File: src/rtl/core/dtfs_pkg.sv
// ----------------------------------------------------------------------------
// dtfs_pkg - shared types and constants
// Payload structs, event and status codes, and sizes for the drop-tail FIFO.
// ----------------------------------------------------------------------------
`default_nettype none

package dtfs_pkg;

  // Queue geometry
  localparam int DEPTH   = 128;
  localparam int IDX_W   = $clog2(DEPTH);
  localparam int LEVEL_W = $clog2(DEPTH + 1);
  localparam int VALUE_W = 8;
  localparam int CAP_W   = 8;
  localparam int CMP_W   = (LEVEL_W > CAP_W) ? LEVEL_W : CAP_W;

  // Configuration
  localparam int            APB_AW       = 3;
  localparam int            APB_DW       = 32;
  localparam logic [CAP_W-1:0] CAP_RESET = 8'd100;
  localparam logic          REG_CAPACITY = 1'b0;

  // Event kinds
  localparam logic [1:0] MODE_ENQ  = 2'd0;
  localparam logic [1:0] MODE_DEQ  = 2'd1;
  localparam logic [1:0] MODE_TICK = 2'd2;

  // Result status
  localparam logic [1:0] STATUS_OK    = 2'd0;
  localparam logic [1:0] STATUS_DROP  = 2'd1;
  localparam logic [1:0] STATUS_UNDER = 2'd2;

  typedef struct packed {
    logic [1:0]         mode;
    logic [VALUE_W-1:0] packet_value;
  } in_item_t;

  typedef struct packed {
    logic [7:0]  out_value;
    logic        out_valid;
    logic [1:0]  status;
    logic [7:0]  occupancy;
    logic [31:0] lost_total;
    logic [7:0]  high_mark;
    logic [31:0] occupancy_sum;
    logic [15:0] ticks_seen;
  } out_item_t;

  // Broadcast to every slot cell
  typedef struct packed {
    logic               shift;
    logic               load;
    logic [IDX_W-1:0]   wr_idx;
    logic [VALUE_W-1:0] pkt;
  } cell_ctl_t;

endpackage

`default_nettype wire

File: src/rtl/core/dtfs_cell.sv
// ----------------------------------------------------------------------------
// dtfs_cell - one packet slot
// Loads on enqueue when addressed, takes its upper neighbour's value on dequeue.
// ----------------------------------------------------------------------------
`default_nettype none

module dtfs_cell (
  input  wire logic                        clk,
  input  wire dtfs_pkg::cell_ctl_t         ctl,
  input  wire logic [dtfs_pkg::IDX_W-1:0]  my_idx,
  input  wire logic [dtfs_pkg::VALUE_W-1:0] next_q,
  output logic      [dtfs_pkg::VALUE_W-1:0] q
);

  logic [dtfs_pkg::VALUE_W-1:0] q_r;
  logic [dtfs_pkg::VALUE_W-1:0] q_nxt;

  always_comb begin
    q_nxt = q_r;
    if (ctl.shift) begin
      q_nxt = next_q;
    end else if (ctl.load && (ctl.wr_idx == my_idx)) begin
      q_nxt = ctl.pkt;
    end
  end

  always_ff @(posedge clk) begin
    q_r <= q_nxt;
  end

  assign q = q_r;

endmodule

`default_nettype wire

File: src/rtl/core/dtfs_ctrl.sv
// ----------------------------------------------------------------------------
// dtfs_ctrl - fill level and statistics
// Decodes each event, steers the slot chain and keeps the saturating counters.
// ----------------------------------------------------------------------------
`default_nettype none

module dtfs_ctrl (
  input  wire logic                          clk,
  input  wire logic                          rst_n,
  input  wire logic                          fire,
  input  wire dtfs_pkg::in_item_t            item,
  input  wire logic [dtfs_pkg::CAP_W-1:0]    capacity,
  input  wire logic [dtfs_pkg::VALUE_W-1:0]  head_q,
  output dtfs_pkg::cell_ctl_t                ctl,
  output dtfs_pkg::out_item_t                result
);

  logic [dtfs_pkg::LEVEL_W-1:0] fill_r,  fill_nxt;
  logic [31:0]                  drop_r,  drop_nxt;
  logic [dtfs_pkg::LEVEL_W-1:0] peak_r,  peak_nxt;
  logic [31:0]                  total_r, total_nxt;
  logic [15:0]                  ticks_r, ticks_nxt;

  logic [dtfs_pkg::CMP_W-1:0] cap_eff;
  logic                       full;
  logic                       empty;
  logic [32:0]                sum_wide;
  logic                       deq_ok;
  logic [1:0]                 status;

  // effective capacity saturates at the queue depth
  always_comb begin
    if (dtfs_pkg::CMP_W'(capacity) > dtfs_pkg::CMP_W'(dtfs_pkg::DEPTH)) begin
      cap_eff = dtfs_pkg::CMP_W'(dtfs_pkg::DEPTH);
    end else begin
      cap_eff = dtfs_pkg::CMP_W'(capacity);
    end
  end

  assign full     = dtfs_pkg::CMP_W'(fill_r) >= cap_eff;
  assign empty    = (fill_r == '0);
  assign sum_wide = {1'b0, total_r} + 33'(fill_r);

  always_comb begin
    fill_nxt   = fill_r;
    drop_nxt   = drop_r;
    peak_nxt   = peak_r;
    total_nxt  = total_r;
    ticks_nxt  = ticks_r;
    ctl.shift  = 1'b0;
    ctl.load   = 1'b0;
    ctl.wr_idx = fill_r[dtfs_pkg::IDX_W-1:0];
    ctl.pkt    = item.packet_value;
    deq_ok     = 1'b0;
    status     = dtfs_pkg::STATUS_OK;
    unique case (item.mode)
      dtfs_pkg::MODE_ENQ: begin
        if (full) begin
          status = dtfs_pkg::STATUS_DROP;
          if (drop_r != '1) begin
            drop_nxt = drop_r + 32'd1;
          end
        end else begin
          ctl.load = fire;
          fill_nxt = fill_r + dtfs_pkg::LEVEL_W'(1);
        end
      end
      dtfs_pkg::MODE_DEQ: begin
        if (empty) begin
          status = dtfs_pkg::STATUS_UNDER;
        end else begin
          deq_ok    = 1'b1;
          ctl.shift = fire;
          fill_nxt  = fill_r - dtfs_pkg::LEVEL_W'(1);
        end
      end
      dtfs_pkg::MODE_TICK: begin
        total_nxt = sum_wide[32] ? '1 : sum_wide[31:0];
        if (fill_r > peak_r) begin
          peak_nxt = fill_r;
        end
        if (ticks_r != '1) begin
          ticks_nxt = ticks_r + 16'd1;
        end
      end
      default: begin
      end
    endcase
  end

  always_ff @(posedge clk) begin
    if (!rst_n) begin
      fill_r  <= '0;
      drop_r  <= '0;
      peak_r  <= '0;
      total_r <= '0;
      ticks_r <= '0;
    end else if (fire) begin
      fill_r  <= fill_nxt;
      drop_r  <= drop_nxt;
      peak_r  <= peak_nxt;
      total_r <= total_nxt;
      ticks_r <= ticks_nxt;
    end
  end

  // result shows the state after the event
  always_comb begin
    result.out_value     = deq_ok ? 8'(head_q) : 8'd0;
    result.out_valid     = deq_ok;
    result.status        = status;
    result.occupancy     = 8'(fill_nxt);
    result.lost_total    = drop_nxt;
    result.high_mark     = 8'(peak_nxt);
    result.occupancy_sum = total_nxt;
    result.ticks_seen    = ticks_nxt;
  end

endmodule

`default_nettype wire

File: src/rtl/core/drop_tail_fifo_with_stats_top.sv
// ----------------------------------------------------------------------------
// drop_tail_fifo_with_stats_top - drop-tail packet FIFO with occupancy stats
// Each input transfer is one event: enqueue, dequeue, end of tick or a no-op
// (code 3). Every event yields exactly one result transfer carrying the state after it.
//
// Channels: in_valid/in_stall/in_data in, out_valid/out_stall/out_data out.
//   A transfer happens on a rising edge with valid high and stall low.
// Config: APB-style port, capacity at byte address 0 (reset 100, held at
//   the queue depth when larger). Write only while the block is idle.
// Output: the result is captured in the output register on the edge that
//   takes the input transfer.
// Throughput: one event per cycle while in_stall is low. The packet store is a
//   row of slot cells that shift towards the head on a dequeue, so every event
//   finishes in the cycle it is taken; the output register is the only buffering.
// Stall: while a result waits and out_stall is high, in_stall is raised;
//   an idle or draining output register keeps the input open.
// Reset: counters, fill level and output valid clear, capacity returns
//   to 100. Slot contents are not cleared; a slot is read only after it has
//   been loaded.
// ----------------------------------------------------------------------------
`default_nettype none

module drop_tail_fifo_with_stats_top (
  input  wire logic                          clk,
  input  wire logic                          rst_n,
  // input events
  input  wire logic                          in_valid,
  output logic                               in_stall,
  input  wire dtfs_pkg::in_item_t            in_data,
  // results
  output logic                               out_valid,
  input  wire logic                          out_stall,
  output dtfs_pkg::out_item_t                out_data,
  // configuration
  input  wire logic                          psel,
  input  wire logic                          penable,
  input  wire logic                          pwrite,
  input  wire logic [dtfs_pkg::APB_AW-1:0]   paddr,
  input  wire logic [dtfs_pkg::APB_DW-1:0]   pwdata,
  output logic      [dtfs_pkg::APB_DW-1:0]   prdata,
  output logic                               pready
);

  // --- configuration register ---
  logic [dtfs_pkg::CAP_W-1:0] cap_r;
  logic                       cfg_wr;
  logic                       reg_sel;

  assign pready  = 1'b1;
  assign reg_sel = (paddr[2] == dtfs_pkg::REG_CAPACITY);
  assign cfg_wr  = psel && penable && pwrite && reg_sel;
  assign prdata  = reg_sel ? dtfs_pkg::APB_DW'(cap_r) : '0;

  always_ff @(posedge clk) begin
    if (!rst_n) begin
      cap_r <= dtfs_pkg::CAP_RESET;
    end else if (cfg_wr) begin
      cap_r <= pwdata[dtfs_pkg::CAP_W-1:0];
    end
  end

  // --- input handshake ---
  logic out_valid_r;
  logic in_fire;

  assign in_stall = out_valid_r && out_stall;
  assign in_fire  = in_valid && !in_stall;

  // --- control and statistics ---
  dtfs_pkg::cell_ctl_t  ctl;
  dtfs_pkg::cell_ctl_t  ctl_gated;
  dtfs_pkg::out_item_t  result;
  logic [dtfs_pkg::VALUE_W-1:0] cell_q [dtfs_pkg::DEPTH];

  dtfs_ctrl u_ctrl (
    .clk      (clk),
    .rst_n    (rst_n),
    .fire     (in_fire),
    .item     (in_data),
    .capacity (cap_r),
    .head_q   (cell_q[0]),
    .ctl      (ctl),
    .result   (result)
  );

  // shift and load only move the chain on a real transfer
  always_comb begin
    ctl_gated       = ctl;
    ctl_gated.shift = ctl.shift && in_fire;
    ctl_gated.load  = ctl.load && in_fire;
  end

  // --- slot chain: cell 0 holds the oldest packet ---
  for (genvar i = 0; i < dtfs_pkg::DEPTH; i++) begin : g_cell
    logic [dtfs_pkg::VALUE_W-1:0] upper_q;
    if (i == dtfs_pkg::DEPTH - 1) begin : g_last
      assign upper_q = '0;
    end else begin : g_mid
      assign upper_q = cell_q[i+1];
    end
    dtfs_cell u_cell (
      .clk    (clk),
      .ctl    (ctl_gated),
      .my_idx (dtfs_pkg::IDX_W'(i)),
      .next_q (upper_q),
      .q      (cell_q[i])
    );
  end

  // --- output register ---
  dtfs_pkg::out_item_t out_data_r;

  always_ff @(posedge clk) begin
    if (!rst_n) begin
      out_valid_r <= 1'b0;
    end else if (in_fire) begin
      out_valid_r <= 1'b1;
    end else if (!out_stall) begin
      out_valid_r <= 1'b0;
    end
  end

  always_ff @(posedge clk) begin
    if (in_fire) begin
      out_data_r <= result;
    end
  end

  assign out_valid = out_valid_r;
  assign out_data  = out_data_r;

endmodule

`default_nettype wire

File: config.mk
export PLATFORM = sky130hd
export DESIGN_NAME = drop_tail_fifo_with_stats_top
export DESIGN_NICKNAME = d
export VERILOG_FILES = /design/src/rtl/core/dtfs_pkg.sv /design/src/rtl/core/dtfs_cell.sv /design/src/rtl/core/dtfs_ctrl.sv /design/src/rtl/core/drop_tail_fifo_with_stats_top.sv
export SDC_FILE = /design/constraint.sdc
export NUM_CORES = 2
export LEC_CHECK = 0
export BUFFER_PORTS_ARGS = -buffer_cell sky130_fd_sc_hd__buf_4
export CORE_UTILIZATION = 60
export CTS_CLUSTER_SIZE = 30
export DETAILED_ROUTE_END_ITERATION = 6
export GPL_TIMING_DRIVEN = 0
export PLACE_DENSITY = 0.77
export SLEW_MARGIN = 0
export SYNTH_ARGS = -nofsm -noshare
export SYNTH_HDL_FRONTEND = slang
export SYNTH_HIERARCHICAL = 1
export SYNTH_SLANG_ARGS = --single-unit
File: constraint.sdc
create_clock -name clk -period 10.39 [get_ports clk]
set_input_delay 0.5195 -clock clk [delete_from_list [all_inputs] [get_ports clk]]
set_output_delay 0.5195 -clock clk [all_outputs]
set_load 0.005 [all_outputs]
Yosys cells after proc, flatten, opt, wreduce, memory -nomap -nowiden
Cells that the tools add are included.
- add/sub/neg operators: 5
- magnitude comparators: 3
- eq/ne operators: 132
- multiplexer cells: 279
- bitwise operators: 1
- reductions and logical operators: 266
- operator list (kind ; count):
    8-bit two-way mux ; 260
    7-bit == test, second input constant ; 64
    2-bit nonzero test ; 127
    7-bit by 6-bit == test with 1-bit output, second input constant ; 32
    32-bit two-way mux ; 5
    1-bit logical AND ; 135
    7-bit by 5-bit == test with 1-bit output, second input constant ; 16
    7-bit by 4-bit == test with 1-bit output, second input constant ; 8
    32-bit by 8-bit adder with 33-bit output ; 1
    32-bit by 1-bit adder with 32-bit output, second input constant ; 1
    16-bit two-way mux ; 2
    32-bit != test, second input constant ; 1
    7-bit by 3-bit == test with 1-bit output, second input constant ; 4
    16-bit by 1-bit adder with 16-bit output, second input constant ; 1
    16-bit != test, second input constant ; 1
    8-bit one-hot mux with 2 select lines ; 1
    7-bit by 2-bit == test with 1-bit output, second input constant ; 2
    1-bit two-way mux ; 9
    8-bit by 1-bit adder with 8-bit output, second input constant ; 1
    8-bit >= comparator ; 1
    8-bit greater-than comparator ; 1
    8-bit greater-than comparator, second input constant ; 1
    8-bit logical NOT ; 1
    8-bit by 1-bit subtractor with 8-bit output, second input constant ; 1
    other kinds (10) ; 10
- flip-flop bits (word level): 1236
- bits of input ports: 52
- output and inout bits: 142
- word-level logic and storage cells: 829

Logic depth before layout (Yosys ltp)
- word-level depth: 9
- gate-level depth with buffers: 12
- depth with buffers taken out: 11

Hierarchy
Netlist, hierarchy kept.
- modules (own cells, without submodules) (module ; instances ; cells an instance ; area each (um2) ; seq. area each (um2)):
    dtfs_cell ; 128 ; 27 ; 416.6 ; 240.2
    dtfs_ctrl ; 1 ; 958 ; 7188.1 ; 1921.8
    drop_tail_fifo_with_stats_top ; 1 ; 184 ; 3873.7 ; 3393.3

Worst setup path after synthesis
Ideal clock, no wire load.
- path type: input-to-reg
- start point: input out_stall
- end point: register g_cell[0].u_cell.q_r (netlist bit g_cell[0].u_cell/q[0]), enable pin
- setup time: 0.331 ns
- arrival time: 6.550 ns
- data required time: 10.059 ns
- setup slack: 3.510 ns
- stages on the path: 7
- buffers on the path: 1
- cells stage by stage: nand2_1 -> and2_1 -> inv_2 -> clkbuf_1 -> nor2_1 -> and3_1 -> a41o_1
- RTL lines (element ; line ; text):
    start, declared ; drop_tail_fifo_with_stats_top.sv:32 ; input wire logic out_stall,
    end signal, assigned ; dtfs_cell.sv:28 ; q_r <= q_nxt;
    end, declared ; dtfs_cell.sv:15 ; logic [dtfs_pkg::VALUE_W-1:0] q_r;

==> flow_summary.ini <==
[run_status]
outcome = finished, final reports clean

[setup_path]
cp_max_fo = 54
startpoint_type = flip-flop
slowest_delay_ns = 0.50
cp_top_family = simple AND/OR/NAND/NOR gates
cp.arrival_ns = 5.18
endpoint = g_cell[42].u_cell/q[2]
cp_cell_sequence = clkbuf_1 > inv_1 > ha_1 > nand2b_1 > a2111oi_0 > o211ai_1 > nand2_1 > nand2_1 > nor2_1 > and3_4 > buf_16 > a41o_1
cpMostUsedCell = nand2_1
end_kind = flip-flop
r2r_cells = 12
r2r-end = g_cell[42].u_cell/q[2]
crit_cells = 12
reg2reg_from = u_ctrl/fill_r[0]
slowest_stage = and3_4
cp.required_ns = 10.79
ff2ff_setup_slack_ns = 5.60
path_class = flip-flop to flip-flop
worst-path-buf-inv = 3
cp-startpoint = u_ctrl/fill_r[0]

[sta]
hold_viol = 0
fmax_mhz = 209
rsz0062_at_grt = no
period_share_pct = 46.1
maxSlewViolCount = 0
final.setup_skew_ns = 0.0240
holdWs_ns = 0.0595
post-route-min-period_ns = 4.79
finalSetupViolCount = 0
slew_headroom_pct = 38.9
max_slew.worst_pin.slew_ns = 0.910

[routing]
drt_iter0_markers = 2229
num_vias = 38783
antenna_left = 0
wl_per_cell_um = 17.6
drtPass1Iterations = 7
drc = 0
via_per_inst = 5.31
wirelength_mm = 129

[clock_tree]
clk_pin_slew_ns = 0.06
root_buffer = clkbuf_16
clk_latency_ns = 0.74
cts_hold_repair.buffers = 2
numCtsBuffers = 132
cts_resized = 0
post_cts_buffers = 0
numClockSinks = 1236
cts_tree = yes
h-tree-depth = 4
cts.path.max_buffers = 3

[synth]
synthAdderAreaFrac_pct = 0.575
yosysWarningCount = 6
synthMuxAreaShare_pct = 18.4
ys_seq_area_share_pct = 56.0
syn-cell-area_um2 = 64400
synth_top_family_by_area = multiplexers
async_flop_share_pct = 0
synth_top_flop_cell = edfxtp_1
synth_edf_count = 1131
synth_cells = 4598
synth-compound-area-share_pct = 3.83
synth_cell_types = 70
ys_seq_elements = 1236
yosys.area_share.xor_xnor_pct = 13.5
yosys.area_share.simple_pct = 5.63
syn_avg_cell_area_um2 = 14.0

[layout]
instances_no_fill = 7309
register_area_um2 = 36100
fillers = 7205
multi_input_area_um2 = 30500
nets = 5896
drive_above_1_share_pct = 27.0
area_growth_pct = 17.5

[flow_run]
drv_cap = 0

[placement]
dpl.cell_count = 7070
gp_congestion = 0.895
place_hpwl_mm = 78.9
portBuffers = 134

[die]
rows = 119
coreArea_um2 = 106000
die_x_um = 330
die_h_um = 330
die_area_um2 = 109000
start_util_pct = 60.8
pin_count = 194

[global_route]
busiest_layer = met2
grtUsageMet1_pct = 30.4
grt_usage_pct = 23.9
grt_antenna_before_repair = 0
met2_usage_pct = 41.8
gr-usage-met3_pct = 3.35
grt_max_degree = 98
grt.overflow.total = 0
grt_pass1_wl_mm = 207
first_global_vias = 39486

[pwr]
leakage_uw = 0.0300
peakVddDrop_mv = 0.143
powerDensity_nw_per_um2 = 149

[worst_hold_path]
hp-class = input port to flip-flop
worst register-to-register path, stage by stage (launching register included):
cell	delay, ns
dfxtp_1	0.47
clkbuf_1	0.33
inv_1	0.25
ha_1	0.34
nand2b_1	0.15
a2111oi_0	0.47
o211ai_1	0.31
nand2_1	0.40
nand2_1	0.21
nor2_1	0.15
and3_4	0.50
buf_16	0.32
a41o_1	0.54
placed cells by master (no fill, tap or decap), types with 65 or more instances in the layout:
| cell type | count |
|---|---|
| buf_2 | 140 |
| conb_1 | 929 |
| clkbuf_16 | 137 |
| nor2_1 | 245 |
| a41o_1 | 128 |
| mux2_2 | 1037 |
| edfxtp_1 | 1131 |
| nor4_1 | 136 |
| clkbuf_1 | 65 |
| buf_4 | 162 |
| xor2_1 | 814 |
| nand2_1 | 117 |
| xnor2_1 | 179 |
| dfxtp_1 | 105 |
routing by layer:
layer / routed length, um / vias to the layer above
met2: 64400 / 848
met3: 5200 / 229
li1: - / 18734
met4: 3710 / 0
met1: 55400 / 18972
met5: 0 / -
cell usage after synthesis, types with 4 or more instances:
| cell | number | share of area, % |
|---|---|---|
| inv_1 | 25 | 0.15 |
| clkbuf_1 | 39 | 0.23 |
| buf_4 | 43 | 0.50 |
| a31oi_1 | 14 | 0.14 |
| nand2_1 | 117 | 0.68 |
| a21oi_1 | 48 | 0.37 |
| o211ai_1 | 4 | 0.047 |
| buf_2 | 140 | 1.1 |
| ha_1 | 28 | 0.54 |
| nand2b_1 | 7 | 0.068 |
| mux2_2 | 1037 | 18 |
| nor4_1 | 136 | 1.3 |
| nand3_1 | 53 | 0.41 |
| dfxtp_1 | 105 | 3.3 |
| o21a_1 | 18 | 0.21 |
| buf_6 | 4 | 0.070 |
| or3_1 | 13 | 0.13 |
| a41o_1 | 128 | 2.0 |
| o21bai_1 | 4 | 0.047 |
| and3_1 | 27 | 0.26 |
| nor2_1 | 245 | 1.4 |
| edfxtp_1 | 1131 | 53 |
| xor2_1 | 814 | 11 |
| xnor2_1 | 179 | 2.4 |
| o21ai_0 | 33 | 0.26 |
| mux2i_1 | 17 | 0.26 |
| and2_1 | 17 | 0.17 |
| nor2b_1 | 12 | 0.12 |
| a311oi_1 | 6 | 0.082 |
| a21o_1 | 9 | 0.10 |
| o31ai_1 | 9 | 0.10 |
| a211oi_1 | 12 | 0.14 |
| and2b_2 | 8 | 0.11 |
| nand4_1 | 24 | 0.23 |
| and4_1 | 12 | 0.16 |
| nor3_1 | 33 | 0.26 |
worst min path at each step:
stage                         start  endpoint  slack (ns)  cells past startpoint
after global placement     cap_r[0]  cap_r[0]        0.45                      2
final                     pwdata[0]  cap_r[0]        0.06                      3
after floorplan            cap_r[0]  cap_r[0]        0.44                      2
after CTS                 pwdata[5]  cap_r[5]        0.02                      3
after detailed placement   cap_r[0]  cap_r[0]        0.47                      2
after global routing      pwdata[5]  cap_r[5]        0.06                      3
area by class of cell:
class	count	share of cell area, %
multi-input combinational	4036	40.3
clock inverter	71	1.09
tap	1391	2.30
sequential	1236	47.7
antenna	1	0.00331
timing repair buffer	156	2.08
clock buffer	165	4.70
buffer	226	1.71
inverter	27	0.134
logic make-up (layout without fill, tap and decap cells):
family / count (synthesis) / after routing
xor gates and xnor gates: 993 / 993
DFF: 1236 / 1236
other: 2 / 930
muxes: 1054 / 1054
and+or+nand+nor: 723 / 723
adders and majority gates: 29 / 29
buffers and inverters: 253 / 645
AOI/OAI and AO/OA: 308 / 308
flip-flops by register name (all words and copies together) (netlist names):
name             cells
u_ctrl/fill_r        8
cap_r                8
g_cell.u_cell/q   1024
u_ctrl/peak_r        8
out_valid            1
u_ctrl/total_r      32
out_data           107
u_ctrl/drop_r       32
u_ctrl/ticks_r      16
report_power, final:
part | switching (uW) | total [uW] | internal, uW | leakage (uW)
Combinational | 533 | 964 | 430 | 0.0167
Clock | 1940 | 4770 | 2830 | 0.00214
Sequential | 23.4 | 5540 | 5510 | 0.0111
per-stage QoR:
step	total power (uW)	utilization, %	cell area (um2)	worst slack [ns]	TNS [ns]
final	11300	71.5	75700	5.60	0
after global routing	11700	71.5	75700	5.20	0
after CTS	11400	71.5	75700	5.59	0
after detailed placement	6590	67.3	71300	5.72	0
after global placement	6550	66.7	70600	-0.846	-1570.73
after floorplan	6350	-	67900	3.51	0
No activity file was read; power rests on OpenSTA's default activity.
